--- config.mk ---
export PLATFORM = sky130hd
export DESIGN_NAME = ght_ctrl
export DESIGN_NICKNAME = d
export VERILOG_FILES = /design/src/hw/rtl/ght_pkg.sv /design/src/hw/rtl/ght_ctrl.sv
export SDC_FILE = /design/constraint.sdc
export NUM_CORES = 1
export LEC_CHECK = 0
export CORE_AREA = 2 2 39 41
export CTS_CLUSTER_SIZE = 40
export DETAILED_ROUTE_END_ITERATION = 16
export DIE_AREA = 0 0 41 43
export DONT_BUFFER_PORTS = 1
export PLACE_DENSITY = 0.34
export SYNTH_ARGS = -nofsm -noshare
export SYNTH_HDL_FRONTEND = slang
export SYNTH_SLANG_ARGS = --single-unit
export TNS_END_PERCENT = 100
--- constraint.sdc ---
create_clock -name clk -period 1.6 [get_ports clk]
set_input_delay 0.32 -clock clk [delete_from_list [all_inputs] [get_ports clk]]
set_output_delay 0.32 -clock clk [all_outputs]
set_load 0.02 [all_outputs]
--- src/hw/rtl/ght_pkg.sv ---
`default_nettype none
// ----------------------------------------------------------------------------
// ght_pkg: shared types and codes for the generational handle table
// Transaction structs, opcode and status codes, controller states and the
// command/status groups that join the controller and the datapath.
// ----------------------------------------------------------------------------
package ght_pkg;

    localparam int OPCODE_W = 2;
    localparam int INDEX_W  = 10;
    localparam int GEN_W    = 16;
    localparam int STATUS_W = 2;

    localparam logic [OPCODE_W-1:0] OP_CREATE  = 2'd0;
    localparam logic [OPCODE_W-1:0] OP_DESTROY = 2'd1;
    localparam logic [OPCODE_W-1:0] OP_CHECK   = 2'd2;

    localparam logic [STATUS_W-1:0] STATUS_OK    = 2'd0;
    localparam logic [STATUS_W-1:0] STATUS_STALE = 2'd1;
    localparam logic [STATUS_W-1:0] STATUS_FULL  = 2'd2;

    typedef struct packed {
        logic [OPCODE_W-1:0] opcode;
        logic [INDEX_W-1:0]  handle_index;
        logic [GEN_W-1:0]    handle_gen;
    } ght_req_t;

    typedef struct packed {
        logic [STATUS_W-1:0] status;
        logic [INDEX_W-1:0]  new_index;
        logic [GEN_W-1:0]    new_gen;
    } ght_rsp_t;

    typedef enum logic [1:0] {
        ST_IDLE,
        ST_DECODE,
        ST_POP,
        ST_EXEC
    } ght_state_t;

    // Controller to datapath
    typedef struct packed {
        logic capture;          // latch the incoming transaction
        logic rd_stack;         // read the top of the free stack
        logic rd_slot;          // read the slot memory
        logic slot_from_stack;  // slot address comes from the popped entry
        logic exec;             // update state and register the result
    } ght_cmd_t;

    // Datapath to controller
    typedef struct packed {
        logic is_create;
        logic stack_nonempty;
    } ght_stat_t;

endpackage
`default_nettype wire

--- src/hw/rtl/ght_ctrl.sv ---
`default_nettype none
// ----------------------------------------------------------------------------
// ght_ctrl: sequencing controller for the generational handle table
// Steps each transaction through decode, optional stack pop, and execute.
// ----------------------------------------------------------------------------
module ght_ctrl (
    input  wire logic              clk,
    input  wire logic              rst_n,
    input  wire logic              start,
    output logic                   busy,
    input  ght_pkg::ght_stat_t     stat,
    output ght_pkg::ght_cmd_t      cmd
);
    import ght_pkg::*;

    ght_state_t state_reg;
    ght_state_t state_next;

    always_ff @(posedge clk or negedge rst_n)
    begin
        if (!rst_n)
        begin
            state_reg <= ST_IDLE;
        end
        else
        begin
            state_reg <= state_next;
        end
    end

    always_comb
    begin
        state_next = state_reg;
        cmd        = '0;
        busy       = 1'b1;
        unique case (state_reg)
            ST_IDLE:
            begin
                busy = 1'b0;
                if (start)
                begin
                    cmd.capture = 1'b1;
                    state_next  = ST_DECODE;
                end
            end
            ST_DECODE:
            begin
                if (stat.is_create)
                begin
                    // reuse a freed slot when one exists, else go straight on
                    if (stat.stack_nonempty)
                    begin
                        cmd.rd_stack = 1'b1;
                        state_next   = ST_POP;
                    end
                    else
                    begin
                        state_next = ST_EXEC;
                    end
                end
                else
                begin
                    cmd.rd_slot = 1'b1;
                    state_next  = ST_EXEC;
                end
            end
            ST_POP:
            begin
                cmd.rd_slot         = 1'b1;
                cmd.slot_from_stack = 1'b1;
                state_next          = ST_EXEC;
            end
            ST_EXEC:
            begin
                cmd.exec   = 1'b1;
                state_next = ST_IDLE;
            end
            default:
            begin
                state_next = ST_IDLE;
            end
        endcase
    end

endmodule
`default_nettype wire

==> summary.md, run 1 <==
| Metric | Value |
|---|---|
| Slowest CP cell | `dfrtp_1` |
| Average cell area after synthesis | `11.2 µm²` |
| Yosys warning total | `0` |
| CP Capture Type | `primary output` |
| Commonest cells post-synth | `ha_1 (5), inv_1 (3), dfrtp_1 (2)` |
| R2r startpoint | `state_reg[0]` |
| Clock tree from TritonCTS | `built` |
| IO Port Bufs | `0` |
| Max Cap Viol | `0` |
| Die area | `1760 µm²` |
| Max FFs per register | `2` |
| Iter 0 DRT Violations | `0` |
| ANT cells | `0` |
| Later-pin clock latency in the skew report | `220 ps` |
| Slew HR | `0.827` |
| Yosys cell types | `13` |
| Routed length per instance | `10.3 µm` |
| Post-layout nets | `39` |
| Actual slew at the worst max-slew pin | `260 ps` |
| Initial Utilization | `0.162` |
| Placement row count | `14` |
| Num CTS Buffers | `3` |
| Pwr per Cell Area | `2260 nW/µm²` |
| GRT Overall Usage | `0.0693` |
| Worst-path cell chain | `inv_1 -> ha_2 -> nor2b_1 -> o21a_2` |
| Net Count, Synth | `30` |
| Share of the synthesized area in the top cell type | `0.279` |
| Pin count of the biggest net entering global routing | `5` |
| Crit path buf inv count | `1` |
| Critical path peak fanout | `3` |
| Register area share after synthesis | `0.223` |
| DIE HEIGHT | `43 µm` |
| Most common cell in the netlist | `ha_1` |
| Final setup margin | `57.6 ps` |
| Yosys reg bits | `2` |
| RSZ-0062 raised after global routing | `yes` |
| Util after Layout | `0.219` |
| Clk Tree Root Cell | `clkbuf_4` |
| Max Clk Rate | `0.648 GHz` |
| Reg-to-Reg End | `state_reg[1]` |
| Status | `finished clean` |
| Clock-pin slew on the worst setup and hold paths | `30 ps` |
| First-pass GRT wire length | `772 µm` |
| Core area | `1380 µm²` |
| Layout Skew | `1.61 ps` |
| Non-filler cells, final | `43` |
| Vias in the first global route | `191` |
| EDFF count, synth | `0` |
| R2r setup slk | `240 ps` |
| Vias/cell | `3.93` |
| Area delta synth->final | `35.2%` |
| CP delay by family, top | `flip-flops` |
| Chip Width | `41 µm` |
| Crit path time final | `1540 ps` |
| Layout cells sized above 1 | `0.444` |
| Worst EP arrival | `1220 ps` |
| Ports | `11` |
| Post-Place Setup Slack | `203 ps` |
| Initial antenna violation count | `0` |
| Tcrit/Tclk final | `0.964` |
| FFs w/ async S/R, synth | `1.00` |
| Dpl cells | `39` |
| WP data required | `1280 ps` |
| Synth Flop Type | `dfrtp_1` |
| Final slew viol count | `0` |
| Area contributors post-synth | `ha_1 (28%), dfrtp_1 (22%), a2111oi_4 (12%)` |
| Cells after Synth | `20` |
| Leakage | `0.000139 µW` |
| DRC Markers | `0` |
| Max clock buf depth | `2` |
| Final Wtd Congestion | `0.647` |
| Hold Crit Class | `input port to async pin` |
| Peak supply drop | `775 µV` |
| FF-to-FF path depth | `4` |
| Final hold vios | `0` |
| CP peak stage delay | `360 ps` |
| Critical Path Stages | `4` |
| Pwr Total | `685 µW` |
| # clock sinks | `2` |
| Gr ovfl total | `0` |
| Setup CP Type | `flip-flop to primary output` |
| CTS H-tree depth | `1` |
| Mapped Area | `224 µm²` |
| Pre-antenna DRT Iters | `1` |
| Vias post-DR | `169` |
| Post-Route WL | `445 µm` |
| Startpoint Class | `flip-flop` |
| Leading area contributor after synthesis | `ha_1` |
| Final setup fails | `0` |
| Post-DRT Antenna Nets | `0` |
what timing repair did:
action / CTS / global route
hold buffers: 1 / 0
resized for setup: 1 / 1
setup endpoints to repair: 1 / 1
endpoints found under the hold margin: 2 / 0
setup buffers: 0 / 0
worst max path at each step:
stage / start / slack [ps] / end
after floorplan: state_reg[0] / 160 / cmd[2]
after CTS: state_reg[1] / 3 / cmd[2]
after global routing: state_reg[1] / -5 / cmd[2]
final: state_reg[1] / 60 / cmd[2]
after global placement: state_reg[1] / 210 / cmd[2]
after detailed placement: state_reg[1] / 200 / cmd[2]
layout make-up:
cell class	instances	area, µm²
repair buffers	4	32.5
well taps	16	20.0
inverters	3	11.3
clock buffers	3	22.5
multi-input cells	15	166
flip-flops and latches	2	50.0
fillers	150	1080
per-layer routing:
metal,global-route usage,vias up,part of all wire,wire length [µm]
met5,0,-,0,0
met4,0.0800,0,0,0
met3,0,0,0.047,21
met2,0.116,5,0.63,282
met1,0.0643,82,0.32,142
li1,-,82,-,-
worst register-to-register path, delay by kind of cell, from the launching register on:
| family | cells | cell delay, ps |
|---|---|---|
| adders and majority gates | 1 | 200 |
| DFF | 1 | 390 |
| buffers and inverters | 1 | 110 |
| muxes | 1 | 340 |
| and+or+nand+nor | 1 | 190 |
layout by cell type, fill, tap and decap left out:
cell           n
nor2b_4        1
and3_1         1
buf_4          3
nor2b_1        1
nand2_2        1
dlygate4sd3_1  1
ha_1           4
o21a_2         1
clkbuf_4       3
o22ai_1        1
and2_1         1
dfrtp_1        2
inv_1          3
a21oi_2        1
a2111oi_4      1
mux2_1         1
ha_2           1
power breakdown:
| part | switching [µW] | leakage (µW) | internal (µW) |
|---|---|---|---|
| Sequential | 17.1 | 0.0000230 | 79.8 |
| Combinational | 268 | 0.000103 | 208 |
| Clock | 29.0 | 0.0000138 | 82.8 |
| Total | 314 | 0.000139 | 371 |
kinds of logic (layout without fill, tap and decap cells):
| group | count (synthesis) | count (layout) | synth area share |
|---|---|---|---|
| buffers and inverters | 3 | 10 | 0.0503 |
| AOI/OAI and AO/OA | 4 | 4 | 0.224 |
| DFF | 2 | 2 | 0.223 |
| adders and majority gates | 5 | 5 | 0.279 |
| muxes | 1 | 1 | 0.0503 |
| and+or+nand+nor | 5 | 5 | 0.173 |
through the flow:
stage / hold WS, ps / cell area, µm² / setup TNS, ps
3_3_place_gp: 24.5 / 267 / 0
2_1_floorplan: 24.4 / 224 / 0
5_1_grt: 322 / 303 / -5.43
6_report: 326 / 303 / 0
4_1_cts: 314 / 300 / 0
3_5_place_dp: 24.5 / 267 / 0
Note: power is estimated with default switching activity, not from simulation.
==> inputs of run 2 (changes only) <==
==> constraint.sdc (replaced) <==
create_clock -name clk -period 1.6 [get_ports clk]
set_input_delay 0.24 -clock clk [delete_from_list [all_inputs] [get_ports clk]]
set_output_delay 0.24 -clock clk [all_outputs]
set_load 0.02 [all_outputs]
==> run 2 against run 1 <==
  * Sequential cell count unchanged
  * Largest cell class unchanged
  * Cell area unchanged
  * Final cell count unchanged
  * Clock-buffer cell count unchanged
  * Register-to-register slack improved by 40 ps
  * Critical endpoint unchanged
  * Clock power about the same
  * Highest routed layer unchanged
  * Core utilization unchanged
==> summary.md, run 2 (same netlist as run 1, synthesis figures left out) <==
| Metric | Value |
|---|---|
| Status | `finished clean` |
| Crit path buf inv count | `2 (+1)` |
| Post-Route WL | `445 µm (unchanged)` |
| First-pass GRT wire length | `738 µm (-4.4%)` |
| Vias/cell | `3.72 (-5.3%)` |
| Max clock buf depth | `2 (unchanged)` |
| Commonest non-fill, non-tap cells in the layout | `ha_1 (4), clkbuf_4 (3), buf_4 (3)` |
| Reg-to-Reg End | `state_reg[1]` |
| Area delta synth->final | `35.2% (unchanged)` |
| CP delay by family, top | `flip-flops` |
| R2r setup slk | `280 ps (+40 ps)` |
| Met1 WL | `148 µm (+4.2%)` |
| Tcrit/Tclk final | `0.951 (-0.0135)` |
| DR WL met2 | `270 µm (-4.3%)` |
| Routed length per instance | `10.3 µm (unchanged)` |
| Clock-pin slew on the worst setup and hold paths | `30 ps (about the same)` |
| Gr ovfl total | `0 (unchanged)` |
| RSZ-0062 raised after global routing | `no` |
| Highest Signal Layer | `met3` |
| Post-layout nets | `39 (unchanged)` |
| Clk Tree Root Cell | `clkbuf_4` |
| Max Cap Viol | `0 (unchanged)` |
| Worst EP arrival | `1280 ps (+60 ps)` |
| CP peak stage delay | `370 ps (about the same)` |
| GRT Overall Usage | `0.0663 (-0.00301)` |
| Crit path time final | `1520 ps (-21.6 ps)` |
| Vias post-DR | `160 (-5.3%)` |
| Initial antenna violation count | `0 (unchanged)` |
| Pin count of the biggest net entering global routing | `6 (+1)` |
| Core area | `1380 µm² (unchanged)` |
| Final setup fails | `0 (unchanged)` |
| Critical path peak fanout | `4 (+1)` |
| Pre-antenna DRT Iters | `1 (unchanged)` |
| Worst-path cell chain | `inv_1 -> buf_4 -> ha_1 -> o21a_2` |
| Dpl cells | `38 (-2.6%)` |
| Layout Skew | `1.83 ps (+0.214 ps)` |
| Peak supply drop | `811 µV (+4.7%)` |
| Area of the multi-input gates | `166 µm² (unchanged)` |
| Startpoint Class | `flip-flop` |
| Clock tree from TritonCTS | `built` |
| Met3 Wirelength | `26 µm (+24%)` |
| CTS H-tree depth | `1 (unchanged)` |
| CP Capture Type | `primary output` |
| Setup CP Type | `flip-flop to primary output` |
| Ports | `11 (unchanged)` |
| Chip Width | `41 µm (unchanged)` |
| Final slew viol count | `0 (unchanged)` |
| ANT cells | `0 (unchanged)` |
| Placement row count | `14 (unchanged)` |
| DRC Markers | `0 (unchanged)` |
| Die area | `1760 µm² (unchanged)` |
| WP data required | `1360 ps (+80 ps)` |
| Iter 0 DRT Violations | `0 (unchanged)` |
| Slew HR | `0.832 (+0.00541)` |
| Final Wtd Congestion | `0.651 (+0.53%)` |
| Hold Crit Class | `input port to async pin` |
| Post-DRT Antenna Nets | `0 (unchanged)` |
| Num CTS Buffers | `3 (unchanged)` |
| R2r startpoint | `state_reg[0]` |
| # clock sinks | `2 (unchanged)` |
| Pwr per Cell Area | `2260 nW/µm² (about the same)` |
| Storage cell area | `50.0 µm² (unchanged)` |
| Non-filler cells, final | `43 (unchanged)` |
| Util after Layout | `0.219 (unchanged)` |
| Setup TNS | `0 ps (unchanged)` |
| FF-to-FF path depth | `4 (unchanged)` |
| Later-pin clock latency in the skew report | `220 ps (about the same)` |
| IO Port Bufs | `0 (unchanged)` |
| Actual slew at the worst max-slew pin | `252 ps (-8.11 ps)` |
| Leakage | `0.000138 µW (-0.79%)` |
| Slowest CP cell | `dfrtp_1` |
| Layout cells sized above 1 | `0.481 (+0.0370)` |
| Final hold vios | `0 (unchanged)` |
| Initial Utilization | `0.162 (unchanged)` |
| Vias in the first global route | `181 (-5.2%)` |
| Most common cell after layout, fill and taps aside | `ha_1` |
| DIE HEIGHT | `43 µm (unchanged)` |
| Max Clk Rate | `0.658 GHz (+1.4%)` |
| Fillcell total | `155 (+3.3%)` |
| Max FFs per register | `2 (unchanged)` |
## run 2: cell types whose count changed in the layout (fill, tap and decap cells not counted)
cell   change
inv_2      +1
inv_1      -1
## run 2: how the worst max path moves through the flow
stage          cells past startpoint         start  endpoint  slack (ps)
2_1_floorplan                      3  state_reg[0]    cmd[2]         240
3_3_place_gp                       4  state_reg[1]    cmd[2]         210
3_5_place_dp                       4  state_reg[1]    cmd[2]         200
4_1_cts                            4  state_reg[1]    cmd[2]           3
5_1_grt                            4  state_reg[1]    cmd[2]           6
6_report                           4  state_reg[0]    cmd[2]          80
## run 2: area by class of cell
| type | instances | share of cell area |
|---|---|---|
| sequential | 2 | 0.165 |
| tap | 16 | 0.0661 |
| timing repair buffer | 4 | 0.107 |
| clock buffer | 3 | 0.0744 |
| inverter | 3 | 0.0372 |
| multi-input combinational | 15 | 0.550 |
## run 2: routing by layer
| metal | global-route usage | vias to the layer above |
|---|---|---|
| met3 | 0 | 0 |
| met4 | 0.0800 | 0 |
| met5 | 0 | - |
| li1 | - | 82 |
| met1 | 0.0643 | 73 |
| met2 | 0.106 | 5 |
## run 2: worst register-to-register path, cell delays in order, from the launching register on
cell and delay [ps]:
dfrtp_1 390, inv_1 90, ha_1 180, nor2b_4 190
mux2_1 330
## run 2: timing repair
action	4_1_cts	5_1_grt
pin swaps	0	1
setup endpoints to repair	1	2
hold endpoints to repair	2	0
setup buffers	0	1
gates resized for setup	1	2
hold buffers	1	0
## run 2: metrics by stage
step	worst slack (ps)	hold slack, ps	power [µW]	cell area (µm²)
final	79.1	246	685	303
after global routing	6.43	242	745	303
after CTS	3.26	234	682	293
after detailed placement	205	-55.5	553	259
after global placement	211	-55.5	548	259
after floorplan	235	-55.6	458	224
## run 2: power by group
group	internal, µW	switching, µW
combinational	207	258
clock	82.8	29.0
sequential	79.9	27.2
==> inputs of run 3 (changes only) <==
==> constraint.sdc (replaced) <==
create_clock -name clk -period 1.5 [get_ports clk]
set_input_delay 0.225 -clock clk [delete_from_list [all_inputs] [get_ports clk]]
set_output_delay 0.225 -clock clk [all_outputs]
set_load 0.02 [all_outputs]
==> run 3 against run 2 <==
  * First-iteration DRC count unchanged
  * Hold slack got worse by 14 ps
  * Clock skew decreased by 0.61 ps
==> summary.md, run 3 (same netlist as run 1, synthesis figures left out) <==
| Metric | Value |
|---|---|
| Pre-antenna DRT Iters | `1 (unchanged)` |
| Actual slew at the worst max-slew pin | `250 ps (-1.54 ps)` |
| Gr ovfl total | `0 (unchanged)` |
| CP peak stage delay | `410 ps (+40 ps)` |
| Peak supply drop | `623 µV (-23%)` |
| Iter 0 DRT Violations | `0 (unchanged)` |
| Clock-pin slew on the worst setup and hold paths | `30 ps (about the same)` |
| Final setup fails | `0 (unchanged)` |
| Pwr per Cell Area | `2440 nW/µm² (+8.0%)` |
| Start point of the critical path | `state_reg[0]` |
| CTS H-tree depth | `1 (unchanged)` |
| ANT cells | `0 (unchanged)` |
| Max Clk Rate | `0.690 GHz` |
| Post-Place Setup Slack | `173 ps (-31.7 ps)` |
| CP Capture Type | `primary output` |
| Setup CP Type | `flip-flop to primary output` |
| Final slew viol count | `0 (unchanged)` |
| # clock sinks | `2 (unchanged)` |
| Non-filler cells, final | `45 (+4.7%)` |
| Dpl cells | `40 (+5.3%)` |
| GRT Overall Usage | `0.0683 (+0.00201)` |
| Ports | `11 (unchanged)` |
| Final setup margin | `51.2 ps (-27.9 ps)` |
| Worst EP arrival | `1220 ps (-60 ps)` |
| Initial antenna violation count | `0 (unchanged)` |
| WP data required | `1270 ps (-90 ps)` |
| Vias/cell | `3.84 (+3.3%)` |
| R2r startpoint | `state_reg[0]` |
| DRC Markers | `0 (unchanged)` |
| Status | `finished clean` |
| Setup TNS | `0 ps (unchanged)` |
| Later-pin clock latency in the skew report | `220 ps (about the same)` |
| Worst-path cell chain | `inv_2 -> buf_6 -> ha_2 -> o21a_4` |
| FF-to-FF path depth | `5 (+1)` |
| Hold Crit Class | `input port to async pin` |
| Critical path peak fanout | `4 (unchanged)` |
| Num CTS Buffers | `3 (unchanged)` |
| Fillcell total | `157 (+1.3%)` |
| Startpoint Class | `flip-flop` |
| Die area | `1760 µm² (unchanged)` |
| Tcrit/Tclk final | `0.966` |
| Post-DRT Antenna Nets | `0 (unchanged)` |
| Clk Tree Root Cell | `clkbuf_4` |
| Layout Skew | `1.22 ps (-0.610 ps)` |
| Core area | `1380 µm² (unchanged)` |
| Initial Utilization | `0.162 (unchanged)` |
| Area delta synth->final | `52.0%` |
| Layout cells sized above 1 | `0.586 (+0.105)` |
| Most common cell after layout, fill and taps aside | `buf_4` |
| Placement row count | `14 (unchanged)` |
| IO Port Bufs | `0 (unchanged)` |
| Vias post-DR | `173 (+8.1%)` |
| Chip Width | `41 µm (unchanged)` |
| Commonest non-fill, non-tap cells in the layout | `buf_4 (4), ha_1 (3), clkbuf_4 (3)` |
| Post-Route WL | `420 µm (-5.6%)` |
| Leakage | `0.000149 µW (+7.5%)` |
| Final Wtd Congestion | `0.664 (+2.1%)` |
| DIE HEIGHT | `43 µm (unchanged)` |
| Clock tree from TritonCTS | `built` |
| Post-layout nets | `41 (+5.1%)` |
| Routed length per instance | `9.33 µm (-9.8%)` |
| Hold WS | `232 ps (-13.7 ps)` |
| Max FFs per register | `2 (unchanged)` |
| Slew HR | `0.833 (+0.00102)` |
| Vias in the first global route | `201 (+11%)` |
| First-pass GRT wire length | `745 µm (+0.95%)` |
| Pin count of the biggest net entering global routing | `5 (-1)` |
| Max clock buf depth | `2 (unchanged)` |
| RSZ-0062 raised after global routing | `no` |
| Max Cap Viol | `0 (unchanged)` |
| Final hold vios | `0 (unchanged)` |
| Slowest CP cell | `dfrtp_1` |
| Crit path time final | `1450 ps` |
| Hpwl dp | `357 µm` |
-- run 3: path summary, 6_finish.rpt --
check | to | slack, ps
max reg2reg | state_reg[0] | 160
max | cmd[2] | 50
min in group clk | state_reg[1] | 250
min reg2reg | state_reg[1] | 650
max in group asynchronous | state_reg[0] | 1150
min | state_reg[1] | 230
-- run 3: repair_timing --
action,in CTS,in global routing
resized for setup,5,3
hold endpoints to repair,2,0
endpoints found under the setup margin,1,1
setup buffers,1,0
pin swaps,1,0
hold buffers,1,0
-- run 3: per-layer routing --
layer	vias up	part of all wire	global-route usage
li1	86	-	-
met1	82	0.34	0.0579
met2	5	0.60	0.100
met3	0	0.055	0.0314
met4	0	0	0.0800
met5	-	0	0
-- run 3: area by class of cell --
type | count | area [µm²] | area share
clock buffers | 3 | 22.5 | 0.0662
flip-flops and latches | 2 | 50.0 | 0.147
inverters | 3 | 11.3 | 0.0331
well taps | 16 | 20.0 | 0.0588
multi-input cells | 15 | 185 | 0.544
repair buffers | 6 | 51.3 | 0.151
-- run 3: stage by stage --
| step | area (µm²) | total power, µW | util |
|---|---|---|---|
| final | 340 | 831 | 0.246 |
| after global routing | 340 | 904 | 0.246 |
| after CTS | 330 | 814 | 0.239 |
| after detailed placement | 274 | 630 | 0.198 |
| after global placement | 274 | 624 | 0.198 |
| after floorplan | 224 | 489 | - |
-- run 3: critical path: cells and delay by family, from the launching register on --
family	cells	cell delay, ps
adder cells (fa/ha/maj)	1	180
buffers and inverters	2	190
AO/OA/AOI/OAI	1	220
flip-flops	1	410
-- run 3: report_power, final --
part	total (µW)	leakage (µW)	switching, µW	internal, µW
sequential	115	0.0000230	30.2	85.2
combinational	597	0.000112	304	294
clock	118	0.0000138	29.9	88.2
